$ cat src/design/sat_pkg.sv
package sat_pkg;

  // table geometry
  localparam int unsigned MaxSegments = 16;
  localparam int unsigned IdxW   = (MaxSegments > 1) ? $clog2(MaxSegments) : 1;
  localparam int unsigned CountW = $clog2(MaxSegments + 1);

  // field widths
  localparam int unsigned IdW    = 16;
  localparam int unsigned AddrW  = 32;
  localparam int unsigned EndW   = AddrW + 1;
  localparam int unsigned StatW  = 3;
  localparam int unsigned EntW   = 5;

  // command codes
  localparam logic CmdAlloc = 1'b0;
  localparam logic CmdClear = 1'b1;

  // result status codes
  typedef enum logic [StatW-1:0] {
    StatOk      = 3'd0,
    StatRange   = 3'd1,
    StatDupId   = 3'd2,
    StatOverlap = 3'd3,
    StatFull    = 3'd4
  } sat_status_e;

endpackage

$ cat src/design/segment_allocation_table.sv
// sequence: a clear or an out-of-range request has its result registered from the
// range state; an allocate goes from the range state through a scan of the stored
// entries, if any, to the append state, or ends the scan with a reject on a hit
// throughput: one item at a time, the input stalls until the result is registered,
// and a result-side stall holds the sequencer in the state whose result is ready;
// the scan is done by the single compare unit that walks the table one entry per
// cycle through the registered read port
// reset: the entry count, total memory and all control clear; table contents
// stay undefined and are only compared below the entry count
module segment_allocation_table import sat_pkg::*; (
  input  logic             clk_i,
  input  logic             rst_ni,
  // configuration
  input  logic             cfg_we_i,
  input  logic [AddrW-1:0] cfg_wdata_i,
  // request channel
  input  logic             in_valid_i,
  output logic             in_stall_o,
  input  logic             cmd_i,
  input  logic [IdW-1:0]   owner_id_i,
  input  logic [IdW-1:0]   segment_id_i,
  input  logic [AddrW-1:0] segment_base_i,
  input  logic [AddrW-1:0] segment_length_i,
  // result channel
  output logic             out_valid_o,
  input  logic             out_stall_i,
  output logic [StatW-1:0] status_o,
  output logic [EntW-1:0]  entries_used_o
);

  typedef enum logic [1:0] {
    SIdle,
    SRange,
    SScan,
    SAppend
  } state_e;

  // stored entry: the end is kept at 33 bits so the scan needs no adder
  typedef struct packed {
    logic [IdW-1:0]   ident;
    logic [AddrW-1:0] start;
    logic [EndW-1:0]  stop;
  } seg_entry_t;

  state_e                state_q, state_d;
  logic [CountW-1:0]     count_q, count_d;
  logic [IdxW-1:0]       idx_q, idx_d;
  logic [AddrW-1:0]      total_q, total_d;
  logic                  out_valid_q, out_valid_d;
  sat_status_e           status_q, status_d;

  logic                  req_clr_q, req_clr_d;
  logic [IdW-1:0]        req_owner_q, req_owner_d;
  logic [IdW-1:0]        req_id_q, req_id_d;
  logic [AddrW-1:0]      req_base_q, req_base_d;
  logic [EndW-1:0]       req_end_q, req_end_d;

  seg_entry_t            seg_mem_q [MaxSegments];
  logic [IdW-1:0]        seg_owner_q [MaxSegments];
  seg_entry_t            rd_q;
  logic [IdxW-1:0]       rd_addr;
  logic                  wr_en;
  logic [IdxW-1:0]       wr_addr;

  logic                  in_xfer;
  logic                  out_free;
  logic                  id_hit;
  logic                  ovl_hit;
  logic                  scan_last;
  logic [EndW-1:0]       a_ext;
  logic [EndW-1:0]       b_ext;

  assign in_xfer  = in_valid_i && !in_stall_o;
  assign out_free = !out_valid_q || !out_stall_i;

  // compare unit: current request against the entry read last cycle
  assign a_ext   = {1'b0, req_base_q};
  assign b_ext   = {1'b0, rd_q.start};
  assign id_hit  = (rd_q.ident == req_id_q);
  assign ovl_hit = ((a_ext >= b_ext) && (a_ext < rd_q.stop)) ||
                   ((req_end_q > b_ext) && (req_end_q <= rd_q.stop)) ||
                   ((b_ext >= a_ext) && (b_ext < req_end_q)) ||
                   ((rd_q.stop > a_ext) && (rd_q.stop <= req_end_q));
  assign scan_last = ((CountW+1)'(idx_q) + (CountW+1)'(1)) >= (CountW+1)'(count_q);

  // read address follows the next scan index, so a held compare keeps its entry
  assign rd_addr = idx_d;
  assign wr_addr = count_q[IdxW-1:0];

  // sequencer
  always_comb begin
    state_d     = state_q;
    count_d     = count_q;
    idx_d       = idx_q;
    total_d     = total_q;
    out_valid_d = out_valid_q;
    status_d    = status_q;
    req_clr_d   = req_clr_q;
    req_owner_d = req_owner_q;
    req_id_d    = req_id_q;
    req_base_d  = req_base_q;
    req_end_d   = req_end_q;
    wr_en       = 1'b0;

    if (cfg_we_i) begin
      total_d = cfg_wdata_i;
    end
    if (out_valid_q && !out_stall_i) begin
      out_valid_d = 1'b0;
    end

    unique case (state_q)
      SIdle: begin
        if (in_xfer) begin
          req_clr_d   = (cmd_i == CmdClear);
          req_owner_d = owner_id_i;
          req_id_d    = segment_id_i;
          req_base_d  = segment_base_i;
          req_end_d   = {1'b0, segment_base_i} + {1'b0, segment_length_i};
          state_d     = SRange;
        end
      end
      SRange: begin
        if (req_clr_q) begin
          if (out_free) begin
            count_d     = '0;
            status_d    = StatOk;
            out_valid_d = 1'b1;
            state_d     = SIdle;
          end
        end else if (req_end_q > {1'b0, total_q}) begin
          if (out_free) begin
            status_d    = StatRange;
            out_valid_d = 1'b1;
            state_d     = SIdle;
          end
        end else if (count_q == '0) begin
          state_d = SAppend;
        end else begin
          idx_d   = '0;
          state_d = SScan;
        end
      end
      SScan: begin
        if (id_hit || ovl_hit) begin
          if (out_free) begin
            status_d    = id_hit ? StatDupId : StatOverlap;
            out_valid_d = 1'b1;
            state_d     = SIdle;
          end
        end else if (scan_last) begin
          state_d = SAppend;
        end else begin
          idx_d = IdxW'(idx_q + IdxW'(1));
        end
      end
      SAppend: begin
        if (out_free) begin
          if (count_q >= CountW'(MaxSegments)) begin
            status_d = StatFull;
          end else begin
            wr_en    = 1'b1;
            count_d  = CountW'(count_q + CountW'(1));
            status_d = StatOk;
          end
          out_valid_d = 1'b1;
          state_d     = SIdle;
        end
      end
      default: begin
        state_d = SIdle;
      end
    endcase
  end

  // state and registered outputs
  always_ff @(posedge clk_i or negedge rst_ni) begin
    if (!rst_ni) begin
      state_q     <= SIdle;
      count_q     <= '0;
      idx_q       <= '0;
      total_q     <= '0;
      out_valid_q <= 1'b0;
      status_q    <= StatOk;
      req_clr_q   <= 1'b0;
      req_owner_q <= '0;
      req_id_q    <= '0;
      req_base_q  <= '0;
      req_end_q   <= '0;
    end else begin
      state_q     <= state_d;
      count_q     <= count_d;
      idx_q       <= idx_d;
      total_q     <= total_d;
      out_valid_q <= out_valid_d;
      status_q    <= status_d;
      req_clr_q   <= req_clr_d;
      req_owner_q <= req_owner_d;
      req_id_q    <= req_id_d;
      req_base_q  <= req_base_d;
      req_end_q   <= req_end_d;
    end
  end

  // segment table with one write port and one registered read port
  always_ff @(posedge clk_i) begin
    if (wr_en) begin
      seg_mem_q[wr_addr]   <= '{ident: req_id_q, start: req_base_q, stop: req_end_q};
      seg_owner_q[wr_addr] <= req_owner_q;
    end
    rd_q <= seg_mem_q[rd_addr];
  end

  // ports
  assign in_stall_o     = (state_q != SIdle);
  assign out_valid_o    = out_valid_q;
  assign status_o       = status_q;
  assign entries_used_o = EntW'(count_q);

  // checks
  a_count_bound: assert property (@(posedge clk_i) disable iff (!rst_ni)
    count_q <= CountW'(MaxSegments))
    else $error("entry count above table size");

  a_scan_valid: assert property (@(posedge clk_i) disable iff (!rst_ni)
    (state_q == SScan) |-> ((CountW+1)'(idx_q) < (CountW+1)'(count_q)))
    else $error("scan reached an unwritten entry");

  a_full_status: assert property (@(posedge clk_i) disable iff (!rst_ni)
    (out_valid_o && (status_o == StatFull)) |-> (count_q == CountW'(MaxSegments)))
    else $error("full status with room left");

  a_reject_keeps: assert property (@(posedge clk_i) disable iff (!rst_ni)
    (state_q == SScan && (id_hit || ovl_hit) && out_free) |=>
      (count_q == $past(count_q)))
    else $error("rejected request changed the table");

endmodule
$ cat config.mk
export PLATFORM = sky130hd
export DESIGN_NAME = segment_allocation_table
export DESIGN_NICKNAME = d
export VERILOG_FILES = /design/src/design/sat_pkg.sv /design/src/design/segment_allocation_table.sv
export SDC_FILE = /design/constraint.sdc
export NUM_CORES = 2
export LEC_CHECK = 0
export CAP_MARGIN = 40
export CORE_ASPECT_RATIO = 0.6
export CORE_MARGIN = 2
export CORE_UTILIZATION = 33
export DETAILED_ROUTE_END_ITERATION = 10
export DONT_BUFFER_PORTS = 1
export HOLD_SLACK_MARGIN = 0.05
export PLACE_DENSITY_LB_ADDON = 0.08
export SYNTH_ARGS = -nofsm -noshare
export SYNTH_HDL_FRONTEND = slang
export SYNTH_SLANG_ARGS = --single-unit
$ cat constraint.sdc
create_clock -name clk_i -period 7.84 [get_ports clk_i]
set_input_delay 1.176 -clock clk_i [delete_from_list [all_inputs] [get_ports clk_i]]
set_output_delay 1.176 -clock clk_i [all_outputs]
set_load 0.01 [all_outputs]
==> results.txt <==
----------------------------------------------------
[Routing]
  Post-detailed-route count of antenna-violating nets ... 0
  Via count normalized by instance count ... 5.31
  Initial DRC Count ... 4386
  Post-detailed-route DRC marker count ... 0
  Total via count after detailed routing ... 39200
  DRT Wirelength ... 210 mm
  Number of iterations in the first detailed-routing pass ... 6
  WL per Instance ... 28.5 µm

[Timing]
  Number of endpoints failing setup at the final stage ... 0
  Measured slew at the worst slew-check pin ... 911 ps
  Final hold violations ... 0
  Final hold slack ... 219 ps
  Final Max Tran Viols ... 0
  Max Clock Skew ... 59.9 ps
  RSZ-0062 raised after global routing ... no
  Clock period minus final worst setup slack ... 6280 ps
  Max Freq ... 159 MHz
  Period Utilization, post-route ... 80.1%
  Max-Slew Margin vs Limit ... 39.2%
  Setup TNS ... 0 ps
  Fin worst setup slack ... 1560 ps

[Synthesis]
  Netlist cell types ... 71
  Flops & latches, synth ... 1506
  Most common flop cell mapped by yosys ... edfxtp_1
  Netlist Area Pre-Place ... 0.0620 mm²
  Mapped Cells ... 4662
  Number of enable-type register cells in the synthesized netlist ... 1296
  Warning count from the yosys run ... 0
  FFs w/ async S/R, synth ... 8.57%
  Part of the Yosys area used for sequential elements ... 70.6%
  Avg Synthesized Cell Area ... 13.3 µm²
  Post-Syn Nets ... 5004

[Run]
  Number of maximum-capacitance violations ... 0

[Floorplanning]
  Initial cell density of the core ... 33.1%
  Number of primary I/O pins ... 144
  Die width ... 564 µm
  Die boundary height ... 340 µm
  Standard cell core area ... 0.187 mm²
  Placement Rows ... 123
  Area of the die ... 0.191 mm²

[Clock network]
  H-tree depth ... 4
  Worst-path clk slew ... 60 ps
  Buffer depth of the longest clock path ... 4
  CTS root buf ... clkbuf_16
  Clock latency on the worst-skew pair ... 820 ps
  CTS hold repair buffers ... 5
  CTS tree ... yes
  TritonCTS Buffers ... 158
  Resize count post-CTS ... 0
  Count of clock tree sinks ... 1506
  Setup bufs post-CTS ... 0

[Outcome]
  Run status ... complete, no violations

[Cells and area]
  Layout fillers ... 17700
  Synth-to-layout area growth ... 15.3%
  Final Instance Area ... 0.0714 mm²
  Fraction of layout cells with a size suffix above 1 ... 10.2%
  Most common library cell in the layout ignoring fill and taps ... edfxtp_1
  # nets final ... 5083
  Leading cell types in the layout, fill and taps excluded ... edfxtp_1, nand2_1, a21oi_1, ha_1, clkbuf_16
  Non-filler cells in the finished layout ... 7372

[Setup path]
  Data required time of the worst path ... 8510 ps
  Capture point of the worst reg-to-reg path ... rd_q[9]$_DFF_P_
  Max Fanout on Critical Path ... 24
  Origin of the critical flop-to-flop path ... req_base_q[31]$_DFFE_PN0P_
  Register-to-register path setup slack ... 1560 ps
  Startpoint type of the worst setup path ... flip-flop
  Signal arrival time at the worst endpoint ... 6940 ps
  Cells on worst reg2reg path ... 19
  Start-to-end type of the worst setup path ... reg -> reg
  Kind of end point of the critical path ... flip-flop

[Placed design]
  Post-placement worst setup slack ... 1720 ps
  Routability congestion estimate ... 0.816
  Placed Area ... 0.0661 mm²
  Cell total after placement ... 7074
  Number of buffers inserted by port buffering ... 0
  Post-detailed-placement half-perimeter wirelength ... 128 mm

[Global route]
  Vias in the first global route ... 37100
  Initial antenna violation count ... 33
  Overflow left after global routing ... 0
  Wire length of the first global-routing pass ... 294 mm
  Pin count of the biggest net entering global routing ... 132
  Aggregate global-route resource usage ... 21.7%

[Pwr]
  Leakage power ... 25.2 nW
  Worst supply voltage drop on vdd ... 0.000163 V
  Power per cell area ... 305 mW/mm²

[Min path]
  Hold Crit Class ... in -> async

----------------------------------------------------
synth_stat cells (all sizes together), types with 9 or more instances:
cell	instances	area [µm²]
a211oi	45	348
a21o	40	300
a21oi	347	1740
a221o	25	250
a221oi	20	175
a311oi	13	114
a31oi	21	131
a32oi	138	1210
and3	11	68.8
buf	111	544
clkbuf	139	522
dfrtp	129	3230
dfxtp	81	1620
edfxtp	1296	38900
ha	207	2590
inv	128	480
mux2	51	574
mux2i	114	1140
nand2	1048	3930
nand2b	15	93.8
nand3	164	821
nand4	109	682
nor2	83	314
nor3	20	100
nor4	15	93.8
o211ai	9	67.6
o21a	15	113
o21ai	99	495
o22ai	42	263
xnor2	30	263
xor2	10	87.6
report_power, final:
| part | internal (mW) | switching (mW) |
|---|---|---|
| Sequential | 10.0 | 0.971 |
| Combinational | 1.08 | 2.09 |
| Clock | 4.44 | 3.20 |
| Total | 15.5 | 6.26 |
flip-flops by register name, indices dropped and copies added (netlist names):
name / count
seg_mem_q: 1296
rd_q: 49
req_end_q: 33
b_ext: 32
req_base_q: 32
total_q: 32
req_id_q: 16
entries_used_o: 5
idx_q: 4
status_o: 3
state_q: 2
out_valid_o: 1
req_clr_q: 1
metal layers:
layer	wire length, µm	global-route usage (%)
met5	252	0
met4	2840	3.45
met3	18400	5.76
met2	79300	27.8
met1	110000	35.8
stage by stage:
stage               power, mW  util, %
CTS                      21.9     38.2
finish                   21.8     38.2
detailed placement       14.2     35.4
floorplan                12.2        -
global placement         14.0     35.1
global route             22.6     38.2
worst max path at each step:
stage                               start                        end  cells past startpoint
3_3_place_gp    req_end_q[19]$_DFFE_PN0P_            rd_q[5]$_DFF_P_                     16
3_5_place_dp   req_base_q[31]$_DFFE_PN0P_            rd_q[9]$_DFF_P_                     19
4_1_cts        req_base_q[31]$_DFFE_PN0P_            rd_q[9]$_DFF_P_                     19
5_1_grt        req_base_q[31]$_DFFE_PN0P_           rd_q[23]$_DFF_P_                     19
6_report       req_base_q[31]$_DFFE_PN0P_            rd_q[9]$_DFF_P_                     19
2_1_floorplan                 out_stall_i  seg_mem_q[3][0]$_DFFE_PP_                      4
worst max-delay path, stage by stage (launching register included):
cell      delay [ps]
dfrtp_1          880
inv_1            170
ha_1             360
nand4_1          260
nor4_1           520
buf_4            210
inv_1             50
a31oi_1          470
o21ai_0          200
a211oi_2         400
and2b_1          240
or2_2            170
and2_1           130
o221a_2          210
inv_2             70
nand2_2           50
buf_4            460
buf_4            540
a221oi_1         120
or4_1            510
cells by family (layout without fill, tap and decap cells):
group | Yosys count | after routing | share of synthesized area, %
XOR/XNOR | 40 | 40 | 0.565
other | 0 | 9 | 0
AO/OA/AOI/OAI | 854 | 854 | 8.96
multiplexers | 165 | 165 | 2.77
adder cells (fa/ha/maj) | 208 | 208 | 4.21
buffers and inverters | 378 | 579 | 2.49
AND/OR/NAND/NOR | 1511 | 1511 | 10.4
flip-flops | 1506 | 1506 | 70.6
cell type report:
cell class                 count  area, µm²  share of cell area (%)
timing repair buffer         169       2030                    2.84
inverter                     128        495                   0.693
antenna                        9       22.5                  0.0315
clock inverter                58        584                   0.818
multi-input combinational   2778      16800                    23.6
clock buffer                 224       4590                    6.42
sequential                  1506      43800                    61.3
tap                         2500       3130                    4.38
Power figures use the tool's default switching activity.
